[src/rtl/b64se_pkg.sv]
// Shared types, constants and the base64 alphabet lookup for the stream encoder.
package b64se_pkg;

    localparam int unsigned CapWidth       = 16;
    localparam int unsigned CharWidth      = 7;
    localparam int unsigned MaxChars       = 4;
    localparam int unsigned DefQueueDepth  = 2;

    localparam logic [CapWidth-1:0]  CapResetValue = 16'd4096;
    localparam logic [CharWidth-1:0] PadChar       = 7'h3D;

    // One queued job: the characters caused by one accepted byte.
    typedef struct packed {
        logic [MaxChars-1:0][CharWidth-1:0] chars;
        logic [1:0]                         last_idx;
        logic                               last;
    } job_t;

    // Queue status seen by the front and back parts.
    typedef struct packed {
        logic not_empty;
        logic full;
    } q_status_t;

    // Maps a six-bit value onto the standard base64 alphabet.
    function automatic logic [CharWidth-1:0] sextet_char(input logic [5:0] v);
        logic [CharWidth-1:0] v7;
        v7 = {1'b0, v};
        if (v < 6'd26)
            return v7 + 7'd65;
        else if (v < 6'd52)
            return v7 + 7'd71;
        else if (v < 6'd62)
            return v7 - 7'd4;
        else if (v == 6'd62)
            return 7'h2B;
        else
            return 7'h2F;
    endfunction

endpackage

[src/rtl/b64se_if.sv]
// Valid/ready channel interfaces for the byte input and the character output.
interface b64se_byte_if;
    logic       valid;
    logic       ready;
    logic [7:0] data_byte;
    logic       last_byte;

    modport source (output valid, output data_byte, output last_byte, input ready);
    modport sink   (input valid, input data_byte, input last_byte, output ready);
endinterface

interface b64se_char_if;
    logic       valid;
    logic       ready;
    logic [6:0] out_char;
    logic       run_end;
    logic       text_end;

    modport source (output valid, output out_char, output run_end, output text_end,
                    input ready);
    modport sink   (input valid, input out_char, input run_end, input text_end,
                    output ready);
endinterface

[src/rtl/b64se_front.sv]
// Front part: accepts bytes, tracks group state and capacity, and builds character jobs.
module b64se_front (
    input  logic                        clk,
    input  logic                        rst_n,
    input  logic                        cfg_we,
    input  logic [15:0]                 cfg_wdata,
    b64se_byte_if.sink                  in_bytes,
    input  b64se_pkg::q_status_t        q_stat,
    output logic                        push,
    output b64se_pkg::job_t             push_job
);
    import b64se_pkg::*;

    logic [CapWidth-1:0] cap_reg;
    logic [1:0]          phase_reg, phase_next;
    logic [3:0]          held_reg, held_next;
    logic [CapWidth-1:0] count_reg, count_next;
    logic                stopped_reg, stopped_next;

    logic                accept;
    logic [1:0]          phase_eff;
    logic                fits;
    logic                stop_now;
    logic [2:0]          n_chars;
    logic [7:0]          b;
    logic                last;
    job_t                job;

    assign in_bytes.ready = !q_stat.full;
    assign accept = in_bytes.valid && in_bytes.ready;
    assign b      = in_bytes.data_byte;
    assign last   = in_bytes.last_byte;

    always_comb
    begin
        phase_eff = (phase_reg == 2'd1 || phase_reg == 2'd2) ? phase_reg : 2'd0;
        fits      = ({1'b0, count_reg} + 17'd4) < {1'b0, cap_reg};
        stop_now  = stopped_reg || (phase_eff == 2'd0 && !fits);

        job.chars    = '0;
        job.last_idx = 2'd0;
        job.last     = last;
        n_chars      = 3'd0;
        held_next    = held_reg;
        phase_next   = phase_eff;

        if (!stop_now)
        begin
            case (phase_eff)
                2'd1:
                begin
                    job.chars[0] = sextet_char({held_reg[1:0], b[7:4]});
                    held_next    = b[3:0];
                    phase_next   = 2'd2;
                    if (last)
                    begin
                        job.chars[1] = sextet_char({b[3:0], 2'b00});
                        job.chars[2] = PadChar;
                        n_chars      = 3'd3;
                    end
                    else
                    begin
                        n_chars = 3'd1;
                    end
                end
                2'd2:
                begin
                    job.chars[0] = sextet_char({held_reg, b[7:6]});
                    job.chars[1] = sextet_char(b[5:0]);
                    held_next    = 4'd0;
                    phase_next   = 2'd0;
                    n_chars      = 3'd2;
                end
                default:
                begin
                    job.chars[0] = sextet_char(b[7:2]);
                    held_next    = {2'b00, b[1:0]};
                    phase_next   = 2'd1;
                    if (last)
                    begin
                        job.chars[1] = sextet_char({b[1:0], 4'b0000});
                        job.chars[2] = PadChar;
                        job.chars[3] = PadChar;
                        n_chars      = 3'd4;
                    end
                    else
                    begin
                        n_chars = 3'd1;
                    end
                end
            endcase
        end

        job.last_idx = 2'(n_chars - 3'd1);

        if (last)
        begin
            phase_next   = 2'd0;
            held_next    = 4'd0;
            count_next   = '0;
            stopped_next = 1'b0;
        end
        else
        begin
            count_next   = count_reg + CapWidth'(n_chars);
            stopped_next = stop_now;
        end
    end

    assign push     = accept && (n_chars != 3'd0);
    assign push_job = job;

    always_ff @(posedge clk or negedge rst_n)
    begin
        if (!rst_n)
        begin
            cap_reg     <= CapResetValue;
            phase_reg   <= 2'd0;
            held_reg    <= 4'd0;
            count_reg   <= '0;
            stopped_reg <= 1'b0;
        end
        else
        begin
            if (cfg_we)
                cap_reg <= cfg_wdata;
            if (accept)
            begin
                phase_reg   <= phase_next;
                held_reg    <= held_next;
                count_reg   <= count_next;
                stopped_reg <= stopped_next;
            end
        end
    end

endmodule

[src/rtl/b64se_queue.sv]
// Short job queue that decouples the front part from the character output.
module b64se_queue #(
    parameter int unsigned DEPTH = b64se_pkg::DefQueueDepth
) (
    input  logic                  clk,
    input  logic                  rst_n,
    input  logic                  push,
    input  b64se_pkg::job_t       push_job,
    input  logic                  pop,
    output b64se_pkg::job_t       head,
    output b64se_pkg::q_status_t  stat
);
    import b64se_pkg::*;

    localparam int unsigned PtrW = (DEPTH > 1) ? $clog2(DEPTH) : 1;
    localparam int unsigned CntW = $clog2(DEPTH + 1);

    job_t            slots [DEPTH];
    logic [PtrW-1:0] wr_ptr_reg, wr_ptr_next;
    logic [PtrW-1:0] rd_ptr_reg, rd_ptr_next;
    logic [CntW-1:0] cnt_reg, cnt_next;
    logic            do_push, do_pop;

    assign stat.not_empty = (cnt_reg != '0);
    assign stat.full      = (cnt_reg == CntW'(DEPTH));
    assign head           = slots[rd_ptr_reg];

    assign do_push = push && !stat.full;
    assign do_pop  = pop && stat.not_empty;

    always_comb
    begin
        wr_ptr_next = wr_ptr_reg;
        rd_ptr_next = rd_ptr_reg;
        cnt_next    = cnt_reg;
        if (do_push)
            wr_ptr_next = (wr_ptr_reg == PtrW'(DEPTH - 1)) ? '0 : wr_ptr_reg + 1'b1;
        if (do_pop)
            rd_ptr_next = (rd_ptr_reg == PtrW'(DEPTH - 1)) ? '0 : rd_ptr_reg + 1'b1;
        if (do_push && !do_pop)
            cnt_next = cnt_reg + 1'b1;
        else if (do_pop && !do_push)
            cnt_next = cnt_reg - 1'b1;
    end

    always_ff @(posedge clk)
    begin
        if (do_push)
            slots[wr_ptr_reg] <= push_job;
    end

    always_ff @(posedge clk or negedge rst_n)
    begin
        if (!rst_n)
        begin
            wr_ptr_reg <= '0;
            rd_ptr_reg <= '0;
            cnt_reg    <= '0;
        end
        else
        begin
            wr_ptr_reg <= wr_ptr_next;
            rd_ptr_reg <= rd_ptr_next;
            cnt_reg    <= cnt_next;
        end
    end

endmodule

[src/rtl/b64se_back.sv]
// Back part: walks the head job one character per cycle, unless stalled, into the output register.
module b64se_back (
    input  logic                  clk,
    input  logic                  rst_n,
    input  b64se_pkg::job_t       head,
    input  b64se_pkg::q_status_t  q_stat,
    output logic                  pop,
    b64se_char_if.source          out_chars
);
    import b64se_pkg::*;

    logic                 ov_reg, ov_next;
    logic [CharWidth-1:0] char_reg;
    logic                 run_end_reg;
    logic                 text_end_reg;
    logic [1:0]           idx_reg, idx_next;
    logic                 advance;
    logic                 load;
    logic                 at_end;

    assign advance = !ov_reg || out_chars.ready;
    assign load    = advance && q_stat.not_empty;
    assign at_end  = (idx_reg == head.last_idx);
    assign pop     = load && at_end;

    always_comb
    begin
        ov_next  = advance ? q_stat.not_empty : ov_reg;
        idx_next = idx_reg;
        if (pop)
            idx_next = 2'd0;
        else if (load)
            idx_next = idx_reg + 2'd1;
    end

    always_ff @(posedge clk)
    begin
        if (load)
        begin
            char_reg     <= head.chars[idx_reg];
            run_end_reg  <= at_end;
            text_end_reg <= at_end && head.last;
        end
    end

    always_ff @(posedge clk or negedge rst_n)
    begin
        if (!rst_n)
        begin
            ov_reg  <= 1'b0;
            idx_reg <= 2'd0;
        end
        else
        begin
            ov_reg  <= ov_next;
            idx_reg <= idx_next;
        end
    end

    assign out_chars.valid    = ov_reg;
    assign out_chars.out_char = char_reg;
    assign out_chars.run_end  = run_end_reg;
    assign out_chars.text_end = text_end_reg;

endmodule

[src/rtl/base64_stream_encoder_top.sv]
// Top level of the streaming base64 encoder.
//
// The block takes message bytes on in_bytes, one per transaction, with last_byte
// marking the final byte, and delivers base64 characters on out_chars, one per
// transaction. Every three bytes give four characters; a final partial group is
// completed with one or two '=' pad characters. run_end flags the last character
// caused by an input byte and text_end the last one caused by the final byte. Before
// each group starts, the characters already sent plus four must be below
// out_capacity (written through cfg_we/cfg_wdata while idle, reset value 4096);
// otherwise the rest of the message produces no characters, and the last byte
// still clears the message state. A byte is taken in the cycle it is offered as
// long as the job queue (QUEUE_DEPTH entries, two by default) has room. The
// output side sends one character per cycle while the receiver is ready, so the
// character port sets the rate, and a final byte that closes a one-byte group
// occupies the output for four characters. The first character of a byte passes
// through the job queue and the output register before it appears at the output.
module base64_stream_encoder_top #(
    parameter int unsigned QUEUE_DEPTH = b64se_pkg::DefQueueDepth
) (
    input  logic          clk,
    input  logic          rst_n,
    input  logic          cfg_we,
    input  logic [15:0]   cfg_wdata,
    b64se_byte_if.sink    in_bytes,
    b64se_char_if.source  out_chars
);
    import b64se_pkg::*;

    // Jobs from the front part and the queue's status and head entry.
    logic      push;
    job_t      push_job;
    logic      pop;
    job_t      head;
    q_status_t q_stat;

    // The front part classifies each byte by its place in the three-byte group
    // and checks capacity, then hands the resulting characters over as one job.
    b64se_front u_front (
        .clk      (clk),
        .rst_n    (rst_n),
        .cfg_we   (cfg_we),
        .cfg_wdata(cfg_wdata),
        .in_bytes (in_bytes),
        .q_stat   (q_stat),
        .push     (push),
        .push_job (push_job)
    );

    // The queue lets the front keep taking bytes while characters drain.
    b64se_queue #(
        .DEPTH(QUEUE_DEPTH)
    ) u_queue (
        .clk     (clk),
        .rst_n   (rst_n),
        .push    (push),
        .push_job(push_job),
        .pop     (pop),
        .head    (head),
        .stat    (q_stat)
    );

    // The back part sends one character per cycle through a registered output while the receiver is ready.
    b64se_back u_back (
        .clk      (clk),
        .rst_n    (rst_n),
        .head     (head),
        .q_stat   (q_stat),
        .pop      (pop),
        .out_chars(out_chars)
    );

endmodule

[src/flat_wrapper.sv]
// flat-port wrapper written by rule: the top's interface ports become plain ports
module base64_stream_encoder_top_flat import b64se_pkg::*;
#(
    parameter int unsigned QUEUE_DEPTH = b64se_pkg::DefQueueDepth
)
  (clk, rst_n, cfg_we, cfg_wdata, in_bytes_valid, in_bytes_data_byte, in_bytes_last_byte, in_bytes_ready, out_chars_valid, out_chars_out_char, out_chars_run_end, out_chars_text_end, out_chars_ready);
  b64se_byte_if in_bytes_i ();
  b64se_char_if out_chars_i ();
  input  logic clk;
  input  logic rst_n;
  input  logic cfg_we;
  input  logic [15:0] cfg_wdata;
  input wire logic [$bits(in_bytes_i.valid)-1:0] in_bytes_valid;
  input wire logic [$bits(in_bytes_i.data_byte)-1:0] in_bytes_data_byte;
  input wire logic [$bits(in_bytes_i.last_byte)-1:0] in_bytes_last_byte;
  output wire logic [$bits(in_bytes_i.ready)-1:0] in_bytes_ready;
  output wire logic [$bits(out_chars_i.valid)-1:0] out_chars_valid;
  output wire logic [$bits(out_chars_i.out_char)-1:0] out_chars_out_char;
  output wire logic [$bits(out_chars_i.run_end)-1:0] out_chars_run_end;
  output wire logic [$bits(out_chars_i.text_end)-1:0] out_chars_text_end;
  input wire logic [$bits(out_chars_i.ready)-1:0] out_chars_ready;
  assign in_bytes_i.valid = in_bytes_valid;
  assign in_bytes_i.data_byte = in_bytes_data_byte;
  assign in_bytes_i.last_byte = in_bytes_last_byte;
  assign in_bytes_ready = in_bytes_i.ready;
  assign out_chars_valid = out_chars_i.valid;
  assign out_chars_out_char = out_chars_i.out_char;
  assign out_chars_run_end = out_chars_i.run_end;
  assign out_chars_text_end = out_chars_i.text_end;
  assign out_chars_i.ready = out_chars_ready;
  base64_stream_encoder_top #(.QUEUE_DEPTH(QUEUE_DEPTH)) u_core (.clk(clk), .rst_n(rst_n), .cfg_we(cfg_we), .cfg_wdata(cfg_wdata), .in_bytes(in_bytes_i), .out_chars(out_chars_i));
endmodule
[config.mk]
export PLATFORM = sky130hd
export DESIGN_NAME = base64_stream_encoder_top_flat
export DESIGN_NICKNAME = d
export VERILOG_FILES = /design/src/rtl/b64se_pkg.sv /design/src/rtl/b64se_if.sv /design/src/rtl/b64se_front.sv /design/src/rtl/b64se_queue.sv /design/src/rtl/b64se_back.sv /design/src/rtl/base64_stream_encoder_top.sv /design/src/flat_wrapper.sv
export SDC_FILE = /design/constraint.sdc
export NUM_CORES = 1
export LEC_CHECK = 0
export ABC_CLOCK_PERIOD_IN_PS = 5250
export BUFFER_PORTS_ARGS = -buffer_cell sky130_fd_sc_hd__buf_2
export CAP_MARGIN = 0
export CORE_MARGIN = 5
export CORE_UTILIZATION = 50
export DETAILED_ROUTE_END_ITERATION = 7
export HOLD_SLACK_MARGIN = 0.15
export PLACE_DENSITY = 0.67
export SKIP_CTS_REPAIR_TIMING = 1
export SLEW_MARGIN = 20
export SYNTH_ARGS = -nofsm -noshare
export SYNTH_HDL_FRONTEND = slang
export SYNTH_HIERARCHICAL = 1
export SYNTH_SLANG_ARGS = --single-unit
[constraint.sdc]
create_clock -name clk -period 5.25 [get_ports clk]
set_input_delay 0.7875 -clock clk [delete_from_list [all_inputs] [get_ports clk]]
set_output_delay 0.7875 -clock clk [all_outputs]
set_load 0.005 [all_outputs]
==> metrics.txt, run 1 <==
number of global-route vias before repair 5478; Iter 0 DRT Violations 482; r2r setup slk between 500 and 600 ps; FF-to-FF path depth 21; outcome finished, final reports clean; Power Density ~490 mW/mm²; CP Cell Sequence ha_1 > nand3_1 > nor2_1 > nand4_1 > xnor2_1 > ha_1 > a21oi_1 > nor2b_1 > o41ai_4 > o311ai_4 > nor2_2 > and2_1 > ha_1 > inv_1 > fa_1 > nor2b_1 > o211ai_1 > nor3_2 > nand3_1 > xor2_1 > nor2_1; WP data arrival 4960 ps; DRC 0; Starting Density 0.5067; Die Span Y between 100 and 150 µm; GP Congestion approximately 0.9; Final Hold Viols 0; gr ovfl total 0; die width around 130 µm; Slew Viols, Final 0; synthesized flop and latch total between 100 and 150; leading area contributor after synthesis edfxtp_1; Detail Placement HPWL ~12 mm; die footprint ~0.018 mm²; routing usage on met2 0.3094; Routed Antenna Nets 0; Max-cap violations 0; Slew HR 0.3405; # IOs 41; post-synthesis instance total approximately 730; antenna violations before repair 0; syn avg cell area between 10 and 15 µm²; Final TNS setup 0 ps; Slowest-stage cell, CP dfrtp_1; Final period util 0.8911; HP Class primary input to async pin; largest net degree at the start of global routing 47; ys async rst share 0.3932; Worst Tran Pin Value slightly below 1000 ps; cell repeated most along the worst path ha_1; Critical path origin u_core/u_front/count_reg[2]; pre-CTS setup slack 444.8 ps; P_leak roughly 3.5 nW; CTS Buffer Depth 2; count leader, synth edfxtp_1; Levels on crit path 21; post-synth cell types 77; CTS tree done; core area about 0.015 mm²; number of synthesized flops with an enable pin between 70 and 80; Routed WL ~17 mm; drt wl/cell between 15 and 20 µm; number of fill cells roughly 1300; Crit Reg-Reg Startpoint u_core/u_front/count_reg[2]; Peak VDD IR 0.3614 mV; type of origin of the critical path flip-flop; fin nets 825; vias per std cell approximately 5.9; Setup Skew between 8 and 9 ps; met3 usage 0.04914; maximum fanout along the worst path 8; Synth top area share 0.2778; min Tclk post-route between 4000 and 5000 ps; First-pass DRT Iterations 5; Layout area overhead 8.968%; Seq/Total Area, Yosys 0.4280; end of the critical path u_core/u_front/count_reg[14]; gr usage total 0.1939; CP peak stage delay slightly below 500 ps; synth top area cells edfxtp_1 (28%), dfrtp_1 (15%), ha_1 (7.7%), mux2_4 (5.7%), nand2_1 (3.1%); clock slew seen by the registers of the worst setup and hold paths 60 ps; H-tree Lvls 4; crit path buf inv count 1; global-route wire length before repair ~28 mm; fmax about 210 MHz; WS Path Type flip-flop to flip-flop; layout cell share with drive strength beyond 1 0.1713; mapped cell area 0.007674 mm²; predominant post-synthesis flop cell edfxtp_1; GRT Max-Usage Layer met2; WP data required roughly 5500 ps; max reg flops 62; clock latency at the later pin of the worst-skew pair about 410 ps; diodes inserted 0; CTS Buf Count 17; top post-synthesis cells by count edfxtp_1 (71), nand2_1 (64), inv_1 (48), ha_1 (47), nor2_1 (46); Final WS setup ~570 ps; routed vias between 5000 and 6000; count of input and output buffers 40; row count 45; met1 usage 0.2673; RSZ-0062 raised after global routing false; Root Buffer clkbuf_16; FF-to-FF End u_core/u_front/count_reg[14]; Worst Setup End Kind flip-flop; Ys Warns 6; CTS Sinks 117; Final setup violation count 0; Largest delay share family, worst path simple AND/OR/NAND/NOR gates
==> layer usage <==
layer	share of wire	vias up
li1	-	2695
met1	0.47	2760
met2	0.48	141
met3	0.047	18
met4	0.0099	0
met5	0	-
==> logic make-up after synthesis <==
group / Yosys count / synth area share
AND/OR/NAND/NOR: 209 / 0.1316
AO/OA/AOI/OAI: 174 / 0.1570
flip-flops: 117 / 0.4280
buffers and inverters: 102 / 0.07044
adder cells (fa/ha/maj): 49 / 0.08185
multiplexers: 41 / 0.08495
XOR/XNOR: 40 / 0.04565
other: 1 / 0.0004887
==> power by group <==
| part | leakage [nW] | total (mW) | internal [mW] | switching, mW |
|---|---|---|---|---|
| Sequential | 1.25 | 1.58 | 1.36 | 0.215 |
| Clock | 0.267 | 1.09 | 0.651 | 0.438 |
| Combinational | 1.97 | 1.47 | 0.674 | 0.794 |
==> layout make-up <==
cell class | count | area [µm²] | area share
timing repair buffer | 45 | 240.2 | 0.02873
multi-input combinational | 517 | 3867 | 0.4625
clock buffer | 17 | 425.4 | 0.05088
tap | 188 | 235.2 | 0.02813
clock inverter | 15 | 127.6 | 0.01526
inverter | 48 | 180.2 | 0.02155
sequential | 117 | 3286 | 0.3929
==> worst min-delay path by stage <==
stage	endpoint	cells past startpoint	startpoint
floorplan	u_core/u_front/count_reg[0]	2	u_core/u_front/count_reg[0]
global route	u_core/u_back/idx_reg[0]	1	rst_n
detailed placement	u_core/u_queue/cnt_reg[1]	1	u_core/u_queue/cnt_reg[1]
CTS	u_core/u_queue/cnt_reg[1]	1	u_core/u_queue/cnt_reg[1]
global placement	u_core/u_queue/cnt_reg[1]	1	u_core/u_queue/cnt_reg[1]
finish	u_core/u_back/idx_reg[0]	1	rst_n
==> placed cells by master (no fill, tap or decap), types with 4 or more instances in the layout <==
cell type | netlist | layout
nand2b_1 | 10 | 10
a221oi_1 | 6 | 6
and3_1 | 7 | 7
nor3_1 | 13 | 12
o21ai_0 | 39 | 39
mux2_4 | 29 | 29
nor2b_1 | 7 | 7
a211oi_1 | 16 | 16
buf_2 | 8 | 39
a31oi_1 | 10 | 10
o221ai_1 | 4 | 4
dfrtp_1 | 45 | 44
o211ai_1 | 6 | 6
buf_4 | 18 | 6
edfxtp_1 | 71 | 71
a21oi_1 | 38 | 38
and2_1 | 7 | 7
mux4_2 | 6 | 6
a21o_1 | 10 | 10
mux2_2 | 4 | 4
or3_1 | 8 | 8
nor2_1 | 46 | 45
ha_1 | 47 | 47
o31ai_1 | 5 | 5
inv_6 | 0 | 5
xor2_1 | 16 | 16
nand2_1 | 64 | 64
clkbuf_16 | 0 | 17
xnor2_1 | 24 | 24
nand4_1 | 8 | 8
inv_1 | 48 | 48
nand3_1 | 25 | 25
o311ai_0 | 4 | 4
conb_1 | 1 | 4
==> worst register-to-register path, cell delays in order, from the launching register on <==
cell and delay (ps):
dfrtp_1 490, ha_1 280, nand3_1 110, nor2_1 250, nand4_1 160, xnor2_1 150, ha_1 290, a21oi_1 140
nor2b_1 90, o41ai_4 370, o311ai_4 160, nor2_2 250, and2_1 180, ha_1 170, inv_1 50, fa_1 370
nor2b_1 170, o211ai_1 190, nor3_2 340, nand3_1 140, xor2_1 150, nor2_1 50
==> metrics by stage <==
stage	hold WS, ps	power, mW	utilization	std cells	cell area (µm²)
after floorplan	456.2	2.736	-	736	7685
after global placement	479.2	3.001	0.5151	915	7801
after detailed placement	491.2	3.062	0.5151	915	7801
after CTS	499.4	4.163	0.5516	947	8354
after global routing	421.4	4.391	0.5521	947	8362
final	384.1	4.134	0.5521	947	8362
(Power assumes the default switching activity.)
==> run 2, diff against run 1 <==
--- a/config.mk
+++ b/config.mk
@@ -12,7 +12,7 @@
 export CORE_UTILIZATION = 50
 export DETAILED_ROUTE_END_ITERATION = 7
 export HOLD_SLACK_MARGIN = 0.15
-export PLACE_DENSITY = 0.67
+export PLACE_DENSITY = 0.71
 export SKIP_CTS_REPAIR_TIMING = 1
 export SLEW_MARGIN = 20
 export SYNTH_ARGS = -nofsm -noshare
==> metrics.txt, run 2 (synthesized netlist as in run 1, its figures left out) <==
Iter 0 DRT Violations between 600 and 700; Power Density ~500 mW/mm²; number of global-route vias before repair around 5400; Die Span Y around 130 µm; Final setup violation count 0; drt wl/cell ~17 µm; First-pass DRT Iterations 6; GP Congestion between 0.9 and 1; outcome finished, final reports clean; r2r setup slk 560 ps; cell repeated most along the worst path ha_1; max reg flops between 60 and 70; min Tclk post-route between 4000 and 5000 ps; WP data required approximately 5500 ps; number of fill cells ~1200; P_leak roughly 3.5 nW; Final period util 0.8937; Layout area overhead 10.09%; WP data arrival around 5000 ps; diodes inserted 0; Routed WL around 16 mm; row count between 40 and 50; non-filler instance count after layout between 900 and 1000; DRC 0; maximum fanout along the worst path 8; Routed Antenna Nets 0; CTS Buffer Depth 2; Largest delay share family, worst path simple AND/OR/NAND/NOR gates; leading cell type in the layout, fill and taps excluded edfxtp_1; CTS tree done; type of origin of the critical path flip-flop; CTS Buf Count 17; Hold WS approximately 390 ps; global-route wire length before repair around 27 mm; fmax between 200 and 250 MHz; count of input and output buffers 40; Area after DPL 0.007801 mm²; vias per std cell between 6 and 7; die footprint 0.01793 mm²; CP Cell Sequence ha_1 > nand3_1 > nor2_1 > xor2_1 > ha_1 > a21oi_1 > o21ai_0 > a211oi_1 > o311ai_4 > nor2_2 > and2_1 > ha_1 > inv_1 > fa_1 > nor2b_1 > o211ai_1 > nor3_2 > nand3_1 > xor2_1 > nor2_1; Final TNS setup 0 ps; gr usage total 0.1877; clock latency at the later pin of the worst-skew pair around 410 ps; Max-cap violations 0; Worst Tran Pin Value about 1000 ps; fin nets between 800 and 900; Worst Setup End Kind flip-flop; Setup Skew about 7.7 ps; clock slew seen by the registers of the worst setup and hold paths 60 ps; Final Hold Viols 0; largest net degree at the start of global routing 47; CTS Sinks about 120; crit path buf inv count 1; routed vias between 5000 and 6000; Detail Placement HPWL 11.24 mm; Starting Density 0.5067; Slowest-stage cell, CP a211oi_1; final instance area 0.008448 mm²; Peak VDD IR 0.3097 mV; most frequent cells in the layout edfxtp_1 (71), nand2_1 (64), inv_1 (48); CP peak stage delay around 530 ps; layout cell share with drive strength beyond 1 0.1713; Slew HR 0.3389; H-tree Lvls 4; die width around 130 µm; Slew Viols, Final 0; antenna violations before repair 0; # IOs 41; RSZ-0062 raised after global routing false; Root Buffer clkbuf_16; Placed Cells 915; HP Class primary input to async pin; WS Path Type flip-flop to flip-flop; core area between 0.015 and 0.02 mm²; gr ovfl total 0
-- run 2: changes by cell type in the layout (fill, tap and decap cells not counted), sizes merged --
cell / before / now
bufinv: 1 / 5
clkinvlp: 2 / 1
clkbuf: 17 / 20
clkinv: 7 / 5
inv: 53 / 49
-- run 2: per-layer routing --
layer	track usage	vias up	routed length, µm	share of wire
li1	-	2684	-	-
met5	0	-	0	0
met3	0.05101	37	908	0.055
met1	0.2561	2765	7452	0.45
met4	0.05943	0	351	0.021
met2	0.2928	214	7694	0.47
-- run 2: path summary, 6_finish.rpt --
check,depth (start not counted),startpoint,endpoint
max,20,u_core/u_front/count_reg[2],u_core/u_front/count_reg[10]
min,1,rst_n,u_core/u_back/out_chars.valid
max reg2reg,20,u_core/u_front/count_reg[2],u_core/u_front/count_reg[10]
min reg2reg,1,u_core/u_queue/cnt_reg[1],u_core/u_queue/cnt_reg[1]
max in group asynchronous,1,rst_n,u_core/u_queue/rd_ptr_reg
min in group clk,1,u_core/u_queue/cnt_reg[1],u_core/u_queue/cnt_reg[1]
-- run 2: final cells by class --
cell class                 count  area, µm²  share of cell area
tap                          188      235.2             0.02784
inverter                      48      180.2             0.02133
timing repair buffer          45      240.2             0.02844
sequential                   117       3286              0.3889
clock inverter                12      202.7             0.02399
clock buffer                  20      436.7             0.05169
multi-input combinational    517       3867              0.4578
-- run 2: where the power goes --
group          switching [mW]  total [mW]  internal (mW)
sequential              0.214        1.57           1.36
combinational           0.790        1.47          0.675
clock                   0.411        1.25          0.843
total                    1.41        4.29           2.88
-- run 2: metrics by stage --
stage          setup slack, ps  utilization  total power, mW
4_1_cts                  395.2       0.5573            4.308
3_5_place_dp             435.9       0.5151            3.038
6_report                 558.3       0.5578            4.295
3_3_place_gp             617.6       0.5151            2.985
5_1_grt                  102.9       0.5578            4.538
2_1_floorplan            507.2            -            2.736
==> run 3, diff against run 2 <==
--- a/config.mk
+++ b/config.mk
@@ -5,12 +5,13 @@
 export SDC_FILE = /design/constraint.sdc
 export NUM_CORES = 1
 export LEC_CHECK = 0
-export ABC_CLOCK_PERIOD_IN_PS = 5250
+export ABC_CLOCK_PERIOD_IN_PS = 4650
 export BUFFER_PORTS_ARGS = -buffer_cell sky130_fd_sc_hd__buf_2
 export CAP_MARGIN = 0
 export CORE_MARGIN = 5
 export CORE_UTILIZATION = 50
 export DETAILED_ROUTE_END_ITERATION = 7
+export GPL_ROUTABILITY_DRIVEN = 1
 export HOLD_SLACK_MARGIN = 0.15
 export PLACE_DENSITY = 0.71
 export SKIP_CTS_REPAIR_TIMING = 1
==> constraint.sdc (replaced) <==
create_clock -name clk -period 4.65 [get_ports clk]
set_input_delay 0.6975 -clock clk [delete_from_list [all_inputs] [get_ports clk]]
set_output_delay 0.6975 -clock clk [all_outputs]
set_load 0.005 [all_outputs]
==> metrics.txt, run 3 (synthesized netlist as in run 1, its figures left out) <==
routed vias around 5700; layout cell share with drive strength beyond 1 0.2005; final instance area 0.008528 mm²; crit path buf inv count 2; CTS tree done; WP data arrival ~4700 ps; Starting Density 0.5067; P_leak about 3.6 nW; row count 45; Routed WL approximately 17 mm; clock latency at the later pin of the worst-skew pair 410 ps; leading cell type in the layout, fill and taps excluded edfxtp_1; Largest delay share family, worst path simple AND/OR/NAND/NOR gates; maximum fanout along the worst path 4; drt wl/cell about 17 µm; CP Cell Sequence ha_4 > nand3_1 > nor2_4 > nand4_1 > xnor2_1 > ha_1 > a21oi_2 > nor2b_1 > o41ai_4 > o311ai_4 > nor2_2 > and2_1 > ha_1 > inv_1 > fa_1 > nor2b_1 > o211ai_1 > nor3_2 > buf_4 > nand3_1 > xor2_1 > nor2_1; Root Buffer clkbuf_16; die footprint around 0.018 mm²; FF+latch area roughly 0.0033 mm²; number of global-route vias before repair roughly 5500; First-pass DRT Iterations 5; most frequent cells in the layout edfxtp_1 (71), nand2_1 (63), inv_1 (48); CTS Buffer Depth 2; H-tree Lvls 4; Final TNS setup 0 ps; switching share of power 0.3422; cell-internal power just over 3 mW; CTS Buf Count 17; Sequential Power Share 0.378; Psw ~1.6 mW; Hold WS about 300 ps; Comb power frac 0.367; HP Class primary input to async pin; Layout area overhead 11.14%; Routed Antenna Nets 0; WS Path Type flip-flop to flip-flop; outcome finished, final reports clean; Power Density ~550 mW/mm²; CTS Sinks roughly 120; fmax approximately 230 MHz; die width around 130 µm; Slew Viols, Final 0; Final Hold Viols 0; Clock power frac 0.255; count of input and output buffers 40; vias per std cell between 5 and 6; DRC 0; Final setup violation count 0; antenna violations before repair 0; WP data required ~4900 ps; Final period util 0.9554; diodes inserted 0; fin nets ~840; gr ovfl total 0; Worst Tran Pin Value around 980 ps; clock slew seen by the registers of the worst setup and hold paths about 50 ps; post-layout util 0.5631; gr usage total 0.1878; type of origin of the critical path flip-flop; max reg flops 62; r2r setup slk 210 ps; Peak VDD IR around 0.27 mV; largest net degree at the start of global routing 47; Area after DPL 0.007851 mm²; Die Span Y about 130 µm; Max-cap violations 0; Setup Skew 7.662 ps; core area around 0.015 mm²; area of the multi-input gates between 0.003 and 0.004 mm²; CP peak stage delay approximately 400 ps; GP Congestion a little over 0.9; min Tclk post-route 4443 ps; Slew HR 0.3438; Worst Setup End Kind flip-flop; # IOs 41; global-route wire length before repair 27.50 mm; Slowest-stage cell, CP dfrtp_1; Detail Placement HPWL 11.57 mm; Iter 0 DRT Violations 554; number of fill cells between 1000 and 1500
run 3: cell types whose count changed in the layout (fill, tap and decap cells not counted), moves of 2 or more:
cell | previous run | this run
buf_4 | 6 | 19
dfrtp_2 | 1 | 5
dfrtp_1 | 44 | 40
bufinv_16 | 5 | 1
clkinv_1 | 0 | 2
nor2_4 | 0 | 2
nor2_1 | 45 | 42
run 3: power groups by stage:
stage                     logic [mW]  clock network (mW)  registers, mW
after floorplan                 1.44                   0           1.65
after global placement          1.63                   0           1.77
after detailed placement        1.68                   0           1.79
after CTS                       1.69                1.22           1.77
after global routing            1.89                1.28           1.80
final                           1.72                1.19           1.77
run 3: layout make-up:
type,instances,share of cell area
tap,188,0.02758
clock buffer,20,0.05120
multi-input combinational,517,0.4598
clock inverter,12,0.01247
inverter,48,0.02113
timing repair buffer,59,0.04196
sequential,117,0.3859
run 3: metal layers:
layer | track usage | wire length, µm
met5 | 0 | 0
met4 | 0.05371 | 194
met3 | 0.03863 | 870
met2 | 0.3069 | 8157
met1 | 0.2549 | 7454
run 3: path summary, 6_finish.rpt:
path | end | cells past startpoint | startpoint
worst max-delay path | u_core/u_front/count_reg[10] | 22 | u_core/u_front/count_reg[2]
worst min-delay path | u_core/u_back/out_chars.valid | 1 | rst_n
worst max register to register | u_core/u_front/count_reg[10] | 22 | u_core/u_front/count_reg[2]
worst min register to register | u_core/u_queue/cnt_reg[1] | 1 | u_core/u_queue/cnt_reg[1]
max in group asynchronous | u_core/u_front/count_reg[6] | 1 | rst_n
min in group clk | u_core/u_queue/cnt_reg[1] | 1 | u_core/u_queue/cnt_reg[1]
run 3: through the flow:
step | total power [mW] | cells | worst slack, ps
global placement | 3.402 | 920 | 296.4
floorplan | 3.090 | 736 | 415.5
global route | 4.968 | 961 | -73.35
CTS | 4.679 | 952 | -34.29
finish | 4.679 | 961 | 207.2
detailed placement | 3.464 | 920 | 55.76
